[src/rtl/rasmt_pkg.sv]
`default_nettype none

package rasmt_pkg;

	typedef enum logic [1:0] {
		CMD_LOAD  = 2'd0,
		CMD_BUILD = 2'd1,
		CMD_ADD   = 2'd2,
		CMD_QUERY = 2'd3
	} cmd_t;

	localparam logic [63:0] MOST_POS = 64'h7FFF_FFFF_FFFF_FFFF;
	localparam logic [63:0] MOST_NEG = 64'h8000_0000_0000_0000;

	typedef struct packed {
		logic [63:0] sum;
		logic [63:0] mn;
		logic [63:0] mx;
		logic [63:0] pend;
	} node_t;

	typedef enum logic [1:0] {
		RD_CUR   = 2'd0,
		RD_LEFT  = 2'd1,
		RD_RIGHT = 2'd2,
		RD_AP    = 2'd3
	} rd_sel_t;

	typedef enum logic [1:0] {
		AP_COVER = 2'd0,
		AP_LEFT  = 2'd1,
		AP_RIGHT = 2'd2
	} ap_sel_t;

	typedef enum logic [1:0] {
		WR_AP      = 2'd0,
		WR_LEAF    = 2'd1,
		WR_CLEAR   = 2'd2,
		WR_COMBINE = 2'd3
	} wr_sel_t;

	typedef struct packed {
		logic    start;
		logic    build;
		logic    load_wr;
		logic    desc_left;
		logic    desc_right;
		logic    pop;
		logic    node_rd;
		rd_sel_t rd_sel;
		logic    leaf_rd;
		logic    ap_setup;
		ap_sel_t ap_sel;
		logic    ap_m1;
		logic    ap_m2;
		logic    node_wr;
		wr_sel_t wr_sel;
		logic    par_latch;
		logic    tmp_latch;
		logic    acc_update;
		logic    res_load;
	} ctl_t;

	typedef struct packed {
		logic is_leaf;
		logic disjoint;
		logic covered;
		logic pend_zero;
		logic sp_zero;
		logic phase_right;
		logic out_free;
	} sts_t;

endpackage

`default_nettype wire

[src/rtl/rasmt_ctrl.sv]
`default_nettype none

module rasmt_ctrl (
	input  wire logic             clk,
	input  wire logic             arst_n,
	input  wire logic             cmd_valid,
	input  wire logic [1:0]       command,
	input  wire rasmt_pkg::sts_t  sts,
	output logic                  cmd_stall,
	output rasmt_pkg::ctl_t       ctl
);
	import rasmt_pkg::*;

	typedef enum logic [19:0] {
		ST_IDLE     = 20'h00001,
		ST_VISIT    = 20'h00002,
		ST_LEAF_RD  = 20'h00004,
		ST_LEAF_WR  = 20'h00008,
		ST_COV_RD   = 20'h00010,
		ST_COV_ACC  = 20'h00020,
		ST_PUSH_RD  = 20'h00040,
		ST_PUSH_CHK = 20'h00080,
		ST_PUSH_R   = 20'h00100,
		ST_PUSH_CLR = 20'h00200,
		ST_DOWN_L   = 20'h00400,
		ST_RESUME   = 20'h00800,
		ST_CMB_RDL  = 20'h01000,
		ST_CMB_RDR  = 20'h02000,
		ST_CMB_WR   = 20'h04000,
		ST_AP_RD    = 20'h08000,
		ST_AP_M1    = 20'h10000,
		ST_AP_M2    = 20'h20000,
		ST_AP_WR    = 20'h40000,
		ST_RET      = 20'h80000
	} state_t;

	state_t state_q, state_d;
	state_t ap_ret_q, ap_ret_d;
	cmd_t   op_q, op_d;

	assign cmd_stall = (state_q != ST_IDLE);

	always_comb begin
		ctl      = '0;
		state_d  = state_q;
		ap_ret_d = ap_ret_q;
		op_d     = op_q;
		unique case (state_q)
			ST_IDLE: begin
				if (cmd_valid) begin
					op_d = cmd_t'(command);
					unique case (cmd_t'(command))
						CMD_LOAD: ctl.load_wr = 1'b1;
						CMD_BUILD: begin
							ctl.start = 1'b1;
							ctl.build = 1'b1;
							state_d   = ST_VISIT;
						end
						default: begin
							ctl.start = 1'b1;
							state_d   = ST_VISIT;
						end
					endcase
				end
			end
			ST_VISIT: begin
				if (op_q == CMD_BUILD) begin
					state_d = sts.is_leaf ? ST_LEAF_RD : ST_DOWN_L;
				end else if (sts.disjoint) begin
					state_d = ST_RET;
				end else if (sts.covered) begin
					if (op_q == CMD_ADD) begin
						ctl.ap_setup = 1'b1;
						ctl.ap_sel   = AP_COVER;
						ap_ret_d     = ST_RET;
						state_d      = ST_AP_RD;
					end else begin
						state_d = ST_COV_RD;
					end
				end else begin
					state_d = ST_PUSH_RD;
				end
			end
			ST_LEAF_RD: begin
				ctl.leaf_rd = 1'b1;
				state_d     = ST_LEAF_WR;
			end
			ST_LEAF_WR: begin
				ctl.node_wr = 1'b1;
				ctl.wr_sel  = WR_LEAF;
				state_d     = ST_RET;
			end
			ST_COV_RD: begin
				ctl.node_rd = 1'b1;
				ctl.rd_sel  = RD_CUR;
				state_d     = ST_COV_ACC;
			end
			ST_COV_ACC: begin
				ctl.acc_update = 1'b1;
				state_d        = ST_RET;
			end
			ST_PUSH_RD: begin
				ctl.node_rd = 1'b1;
				ctl.rd_sel  = RD_CUR;
				state_d     = ST_PUSH_CHK;
			end
			ST_PUSH_CHK: begin
				ctl.par_latch = 1'b1;
				if (sts.pend_zero) begin
					state_d = ST_DOWN_L;
				end else begin
					ctl.ap_setup = 1'b1;
					ctl.ap_sel   = AP_LEFT;
					ap_ret_d     = ST_PUSH_R;
					state_d      = ST_AP_RD;
				end
			end
			ST_PUSH_R: begin
				ctl.ap_setup = 1'b1;
				ctl.ap_sel   = AP_RIGHT;
				ap_ret_d     = ST_PUSH_CLR;
				state_d      = ST_AP_RD;
			end
			ST_PUSH_CLR: begin
				ctl.node_wr = 1'b1;
				ctl.wr_sel  = WR_CLEAR;
				state_d     = ST_DOWN_L;
			end
			ST_DOWN_L: begin
				ctl.desc_left = 1'b1;
				state_d       = ST_VISIT;
			end
			ST_RESUME: begin
				if (!sts.phase_right) begin
					ctl.desc_right = 1'b1;
					state_d        = ST_VISIT;
				end else if (op_q == CMD_QUERY) begin
					state_d = ST_RET;
				end else begin
					state_d = ST_CMB_RDL;
				end
			end
			ST_CMB_RDL: begin
				ctl.node_rd = 1'b1;
				ctl.rd_sel  = RD_LEFT;
				state_d     = ST_CMB_RDR;
			end
			ST_CMB_RDR: begin
				ctl.tmp_latch = 1'b1;
				ctl.node_rd   = 1'b1;
				ctl.rd_sel    = RD_RIGHT;
				state_d       = ST_CMB_WR;
			end
			ST_CMB_WR: begin
				ctl.node_wr = 1'b1;
				ctl.wr_sel  = WR_COMBINE;
				state_d     = ST_RET;
			end
			ST_AP_RD: begin
				ctl.node_rd = 1'b1;
				ctl.rd_sel  = RD_AP;
				state_d     = ST_AP_M1;
			end
			ST_AP_M1: begin
				ctl.ap_m1 = 1'b1;
				state_d   = ST_AP_M2;
			end
			ST_AP_M2: begin
				ctl.ap_m2 = 1'b1;
				state_d   = ST_AP_WR;
			end
			ST_AP_WR: begin
				ctl.node_wr = 1'b1;
				ctl.wr_sel  = WR_AP;
				state_d     = ap_ret_q;
			end
			ST_RET: begin
				if (!sts.sp_zero) begin
					ctl.pop = 1'b1;
					state_d = ST_RESUME;
				end else if (op_q != CMD_QUERY) begin
					state_d = ST_IDLE;
				end else if (sts.out_free) begin
					ctl.res_load = 1'b1;
					state_d      = ST_IDLE;
				end
			end
			default: state_d = ST_IDLE;
		endcase
	end

	always_ff @(posedge clk or negedge arst_n) begin
		if (!arst_n) begin
			state_q  <= ST_IDLE;
			ap_ret_q <= ST_RET;
			op_q     <= CMD_LOAD;
		end else begin
			state_q  <= state_d;
			ap_ret_q <= ap_ret_d;
			op_q     <= op_d;
		end
	end

endmodule

`default_nettype wire

[config.mk]
export PLATFORM = sky130hd
export DESIGN_NAME = rasmt_ctrl
export DESIGN_NICKNAME = d
export VERILOG_FILES = /design/src/rtl/rasmt_pkg.sv /design/src/rtl/rasmt_ctrl.sv
export SDC_FILE = /design/constraint.sdc
export NUM_CORES = 1
export LEC_CHECK = 0
export ABC_AREA = 1
export BUFFER_PORTS_ARGS = -buffer_cell sky130_fd_sc_hd__buf_2
export CORE_ASPECT_RATIO = 1.25
export CORE_MARGIN = 2
export CORE_UTILIZATION = 40
export CTS_CLUSTER_SIZE = 10
export DETAILED_ROUTE_END_ITERATION = 10
export PLACE_DENSITY = 0.59
export SETUP_SLACK_MARGIN = 0.5
export SKIP_CTS_REPAIR_TIMING = 1
export SLEW_MARGIN = 20
export SYNTH_ARGS = -nofsm -noshare
export SYNTH_HDL_FRONTEND = slang
export SYNTH_SLANG_ARGS = --single-unit
[constraint.sdc]
create_clock -name clk -period 2.8 [get_ports clk]
set_input_delay 0.14 -clock clk [delete_from_list [all_inputs] [get_ports clk]]
set_output_delay 0.14 -clock clk [all_outputs]
set_load 0.02 [all_outputs]
* Word-level counts from Yosys, hierarchy flattened
Cells that the tools add are included.
Word-level totals: bits in registers 42, input port bits 12, output and inout bits 23, logic and storage cells 92
Operators by class: eq/ne operators 34, muxes and demuxes 48, reductions and logical operators 7
Operator list (count):
- 20-bit one-hot mux with 18 select lines | 1
- 20-bit two-way mux | 14
- 20-bit one-hot mux with 3 select lines | 1
- 16-bit two-way mux | 3
- 3-bit one-hot mux with 4 select lines | 2
- 3-bit two-way mux | 7
- 20-bit by 1-bit equality test with 1-bit output, second input constant | 1
- 20-bit by 10-bit equality test with 1-bit output, second input constant | 1
- 20-bit by 11-bit equality test with 1-bit output, second input constant | 1
- 20-bit by 12-bit equality test with 1-bit output, second input constant | 1
- 20-bit by 13-bit equality test with 1-bit output, second input constant | 1
- 20-bit by 14-bit equality test with 1-bit output, second input constant | 1
- 20-bit by 15-bit equality test with 1-bit output, second input constant | 1
- 20-bit by 16-bit equality test with 1-bit output, second input constant | 1
- 20-bit by 17-bit equality test with 1-bit output, second input constant | 1
- 20-bit by 18-bit equality test with 1-bit output, second input constant | 1
- 20-bit by 19-bit equality test with 1-bit output, second input constant | 1
- 20-bit by 2-bit equality test with 1-bit output, second input constant | 1
- 20-bit equality test, second input constant | 1
- 20-bit by 3-bit equality test with 1-bit output, second input constant | 1
- 20-bit by 4-bit equality test with 1-bit output, second input constant | 1
- 20-bit by 5-bit equality test with 1-bit output, second input constant | 1
- 20-bit by 6-bit equality test with 1-bit output, second input constant | 1
- 20-bit by 7-bit equality test with 1-bit output, second input constant | 1
- 17 further kinds | 43

* Longest topological paths before layout
Gate-level depths: netlist of the first run.
depth in word-level cells 6, mapped depth 11, depth with buffers taken out 11

* Least setup slack after synthesis of the first run
No wires, ideal clock.
kind flip-flop to output port, start register state_q[13], end output port ctl[19] in the netlist's numbering, arrival time 1.692 ns, required time 2.660 ns, slack 0.968 ns, stages on the path, launching flop included 8, cell sequence dfrtp_1 -> nor2_1 -> nand2_2 -> inv_2 -> nand2_1 -> nor2_2 -> nand2_2 -> nor4_1
RTL lines:
- from (decl) | line rasmt_ctrl.sv:37 | state_t state_q, state_d;
- from (signal assigned) | line rasmt_ctrl.sv:198 | state_q <= state_d;
- to (decl) | line rasmt_ctrl.sv:10 | output rasmt_pkg::ctl_t ctl

==> impl_metrics.tcl, run 1 <==
set metrics [dict create \
    status "finished, final reports clean" \
    synth_edf_count 0 \
    cts-root-buf "clkbuf_8" \
    routedWlPerCell_um 11.9 \
    reg2reg_slack_ns 1.17 \
    antenna_cells 0 \
    hpwl_um 3190 \
    worstHoldStart "sts[5]" \
    min_to "state_q[6]" \
    endpoint_kind "output pin" \
    placedCellCount 315 \
    pin_count 35 \
    yosys_register_bits 25 \
    remaining_drc_errors 0 \
    finalCritPeriodShare 0.734 \
    synth_warnings 0 \
    synth_cell_types 29 \
    cp_data_required_time_ns 2.66 \
    crit_chain "nor2_1 -> nand2_2 -> inv_2 -> nand2_1 -> nor2_2 -> nand2_2 -> nor2_2 -> nand2_1 -> nor2_1 -> buf_2" \
    synth-seq-area-share 0.381 \
    yosysTopAreaCell "dfrtp_1" \
    grt_pass1_vias 1454 \
    finalWorstPathRequiredPeriod_ns 2.06 \
    hold_class "in -> reg" \
    grt_max_degree 26 \
    vias 1503 \
    clk_pin_slew_ns 0.09 \
    yosysMostFrequentCell "inv_1" \
    timing.rr.end "state_q[0]" \
    synth_nets 238 \
    netlist_area_mm2 0.00165 \
    cp_slowest_cell "dfrtp_1" \
    die_h_um 75.8 \
    gr-usage-all-layers 0.190 \
    multiInputGateArea_um2 812 \
    report.final.slew_viol_count 0 \
    synth.area.top_cells "dfrtp_1, inv_1, nand2_1" \
    worst_pin_slew_ns 0.561 \
    gp_congestion 0.881 \
    synth-main-ff-cell "dfrtp_1" \
    htree_levels 1 \
    p_per_area_mw_per_mm2 611 \
    wl_um 3820 \
    cp.arrival_ns 1.92 \
    worstSetupStartpointType "flop" \
    core_mm2 0.00403 \
    viasPerCell 4.70 \
    grt_overflow 0 \
    antenna_found_initial 0 \
    synthArstFlopShare 1.00 \
    power_mw 1.18 \
    clkSinkCount 25 \
    start_util 0.409 \
    clock_skew_ns 0.00360 \
    fmax_ghz 0.486 \
    fill_cells 433 \
    crit_fanout 5 \
    synth_top_area_frac 0.349 \
    grt_pass1_wl_um 6470 \
    critical_path_class "reg -> out" \
    worstReg2RegStart "state_q[0]" \
    rr_worst_depth 10 \
    firstDrtPassIters 4 \
    cap_violations 0 \
    die_x_um 61.5 \
    io_buffers 34 \
    instances_no_fill 320 \
    area_delta_synth_final_pct 17.5 \
    rows 26 \
    drive_above_1_share 0.284 \
    slew_headroom 0.626 \
    syn_avg_cell_area_um2 7.30 \
    final.setup.tns_ns 0 \
    p_leak_nw 1.20 \
    clockBufferDepth 2 \
    peakVddDrop_uv 261 \
    holdPathStages 2 \
    syn_inst 226 \
    dieArea_mm2 0.00466 \
    finalSetupViolations 0 \
    max_stage_delay_ns 0.41 \
    fin_nets 277 \
    clock_latency_ns 0.27 \
    hold_viol_final 0 \
    ant_nets 0 \
    synth.top_cells.by_count "inv_1, nand2_1, nor2_1, dfrtp_1, nand3_1" \
    numCtsBuffers 3 \
    rsz0062_at_grt "no" \
    detail_route.iter0.violations 65 \
    seq_area_um2 628 \
    cts_tree "built" \
]
-- flip-flops by register name (all words and copies together) (netlist names) --
name      count
state_q      20
ap_ret_q      3
op_q          2
-- cell type report --
type                    instances  area share
clock buffers                   3      0.0213
multi-input cells             146       0.419
repair buffers                 35      0.0929
flip-flops and latches         25       0.324
inverters                      54       0.105
well taps                      56      0.0361
clock inverters                 1     0.00258
-- per-stage QoR --
| stage | worst slack, ns | util | area [um2] | hold slack (ns) |
|---|---|---|---|---|
| after CTS | 0.745 | 0.478 | 1930 | -0.131 |
| after floorplan | 0.968 | - | 1650 | -0.156 |
| after global placement | 1.09 | 0.467 | 1880 | 0.170 |
| after global routing | 0.578 | 0.481 | 1940 | 0.0359 |
| after detailed placement | 1.06 | 0.467 | 1880 | 0.168 |
| final | 0.743 | 0.481 | 1940 | 0.0476 |
-- cells in the final DEF (no fill, tap or decap), types with 4 or more instances in the layout --
master / instances
buf_2: 34
dfrtp_1: 23
inv_1: 51
nand2_1: 33
nand2_2: 4
nand2_4: 5
nand3_1: 20
nor2_1: 27
nor2_2: 9
nor2_4: 8
nor3_1: 13
o21ai_0: 9
-- cells by family (layout without fill, tap and decap cells) --
kind of cell | count (synthesis) | in the layout | synth area share
compound gates | 16 | 16 | 0.0576
buf+inv | 55 | 93 | 0.127
flops | 25 | 25 | 0.381
simple gates | 130 | 130 | 0.434
-- power by group --
part / leakage (nW) / total, mW / switching, mW / internal, mW
Clock: 0.0255 / 0.217 / 0.117 / 0.0998
Combinational: 0.844 / 0.498 / 0.334 / 0.164
Sequential: 0.331 / 0.469 / 0.0411 / 0.428
Total: 1.20 / 1.18 / 0.492 / 0.692
-- worst max path at each step --
stage | from | endpoint | slack [ns] | depth (start not counted)
after floorplan | state_q[13] | ctl[19] | 0.97 | 7
after global placement | state_q[13] | ctl[20] | 1.09 | 10
after detailed placement | state_q[13] | ctl[20] | 1.06 | 10
after CTS | state_q[13] | ctl[20] | 0.75 | 10
after global routing | state_q[13] | ctl[20] | 0.58 | 10
final | state_q[13] | ctl[20] | 0.74 | 10
-- critical path: cells and delay by family (launching register included) --
family / cells / cell delay [ns]
flip-flops: 1 / 0.41
buffers and inverters: 2 / 0.26
AND/OR/NAND/NOR: 8 / 0.96
-- per-layer routing --
| metal | share of wire | global-route usage | wire (um) | up-vias |
|---|---|---|---|---|
| li1 | - | - | - | 771 |
| met1 | 0.45 | 0.238 | 1700 | 678 |
| met2 | 0.49 | 0.326 | 1870 | 45 |
| met3 | 0.039 | 0.0272 | 150 | 9 |
| met4 | 0.026 | 0.0757 | 101 | 0 |
| met5 | 0 | 0 | 0 | - |
(Power assumes the default switching activity.)
==> run 2, diff against run 1 <==
==> constraint.sdc (replaced) <==
create_clock -name clk -period 2.09 [get_ports clk]
set_input_delay 0.1045 -clock clk [delete_from_list [all_inputs] [get_ports clk]]
set_output_delay 0.1045 -clock clk [all_outputs]
set_load 0.02 [all_outputs]
==> run 2 against run 1 <==
Routed wire length increased by 22%; clock-buffer cell count stayed put; critical path depth is 2 lower; first-iteration DRC count fell by 38%; power rose by 66%; via count grew 11%; clock power increased by 39%; global-route usage is 0.79 points lower; combinational power is 110% higher; core utilization increased by 13 points; register-to-register slack worse by 0.83 ns; setup slack got worse by 0.61 ns; critical path type unchanged; critical endpoint unchanged; highest routed layer unchanged.
==> impl_metrics.tcl, run 2 (synthesis results as in run 1) <==
set metrics [dict create \
    status "finished, final reports clean" \
    critical_path_class "reg -> out" \
    ant_nets 0 \
    wl_um 4650 \
    grt_max_degree 26 \
    rsz0062_at_grt "yes" \
    holdWs_ns 0.0145 \
    reg2reg_slack_ns 0.34 \
    clk_pin_slew_ns 0.09 \
    report.final.slew_viol_count 0 \
    hold_viol_final 0 \
    final_common_cell "inv_1" \
    p_leak_nw 1.38 \
    gr-usage-all-layers 0.182 \
    cp_data_required_time_ns 1.99 \
    firstDrtPassIters 4 \
    htree_levels 1 \
    clock_skew_ns 0.00368 \
    area_delta_synth_final_pct 48.1 \
    holdPathStages 2 \
    detail_route.iter0.violations 40 \
    drive_above_1_share 0.478 \
    cts-root-buf "clkbuf_8" \
    worst_pin_slew_ns 0.578 \
    grt_pass1_vias 1387 \
    worstSetupStartpointType "flop" \
    gp_congestion 0.918 \
    core_mm2 0.00403 \
    worstReg2RegStart "state_q[15]" \
    endpoint_kind "output pin" \
    peakVddDrop_uv 619 \
    hpwl_um 3260 \
    viasPerCell 4.73 \
    start_util 0.409 \
    clockBufferDepth 2 \
    clock_latency_ns 0.27 \
    cp.arrival_ns 1.86 \
    die_h_um 75.8 \
    antenna_found_initial 0 \
    clkSinkCount 25 \
    vias 1669 \
    final.setup.tns_ns 0 \
    cp_slowest_cell "dfrtp_1" \
    antenna_cells 0 \
    cts_tree "built" \
    pin_count 35 \
    finalWorstPathRequiredPeriod_ns 1.96 \
    slew_headroom 0.615 \
    numCtsBuffers 3 \
    cp_num_buf_inv 1 \
    rr_worst_depth 9 \
    p_per_area_mw_per_mm2 806 \
    fmax_ghz 0.510 \
    rows 26 \
    finalSetupViolations 0 \
    dieArea_mm2 0.00466 \
    grt_pass1_wl_um 6290 \
    finalCritPeriodShare 0.938 \
    largest_reg_flops 20 \
    hold_class "in -> reg" \
    cp_top_family "simple AND/OR/NAND/NOR gates" \
    largestRegisters "state_q (20), ap_ret_q (3), op_q (2)" \
    min_to "state_q[11]" \
    crit_fanout 4 \
    largest_register "state_q" \
    die_x_um 61.5 \
    layout_common_cells "inv_1, buf_4, nand2_1, dfrtp_1, nor2_1" \
    cap_violations 0 \
    timing.rr.end "state_q[1]" \
    remaining_drc_errors 0 \
    io_buffers 34 \
    grt_overflow 0 \
    routedWlPerCell_um 13.2 \
    max_stage_delay_ns 0.42 \
    worstHoldStart "sts[2]" \
    fin_nets 310 \
    crit_chain "nor2_2 -> nand4_1 -> nor2_4 -> nand2_4 -> nor2_4 -> nand2_2 -> nor2_2 -> buf_6" \
]
==> run 2: cell count changes in the layout (fill, tap and decap cells not counted), moves of 4 or more <==
cell	change
buf_2	-16
buf_4	+35
buf_6	+12
inv_1	-6
inv_2	+6
nand2_1	-7
nand2_2	+6
nand3_1	-9
nand3_2	+7
nor2_1	-6
nor2_4	+6
o21ai_0	-4
==> run 2: metrics by stage <==
stage	instance area, um2	std cells	power [mW]	utilization	setup slack (ns)
global route	2440	353	2.09	0.606	0.0418
global placement	1890	315	1.32	0.469	0.336
detailed placement	1890	315	1.32	0.469	0.353
floorplan	1660	226	1.15	-	0.514
finish	2440	353	1.97	0.606	0.130
CTS	1940	319	1.61	0.480	0.0401
==> run 2: report_power, final <==
| group | switching, mW | internal, mW |
|---|---|---|
| Clock | 0.167 | 0.134 |
| Combinational | 0.598 | 0.440 |
| Sequential | 0.0576 | 0.574 |
| Total | 0.822 | 1.15 |
==> run 2: worst max-delay path by stage <==
stage,from,to,depth (start not counted),slack [ns]
final,state_q[19],ctl[20],8,0.13
after global routing,state_q[19],ctl[20],8,0.04
after CTS,state_q[19],ctl[20],8,0.04
after detailed placement,state_q[19],ctl[20],8,0.35
after global placement,state_q[19],ctl[20],8,0.34
after floorplan,state_q[13],ctl[20],9,0.51
==> run 2: worst reg2reg max path: cells and delay by family (launching register included) <==
kind	cells	cell delay, ns
buffers and inverters	3	0.36
AND/OR/NAND/NOR	5	0.75
AO/OA/AOI/OAI	1	0.11
flip-flops	1	0.42
==> run 2: cell type report <==
class	count	area, um2
multi-input combinational	146	977
tap	56	70.1
timing repair buffer	68	518
clock buffer	3	41.3
clock inverter	1	5.00
inverter	54	203
fill	383	1590
sequential	25	629
==> run 2: per-layer routing <==
| metal | global-route usage | wire, um |
|---|---|---|
| met5 | 0 | 0 |
| met3 | 0.0221 | 145 |
| met2 | 0.336 | 2530 |
| met1 | 0.227 | 1870 |
| met4 | 0.0355 | 103 |
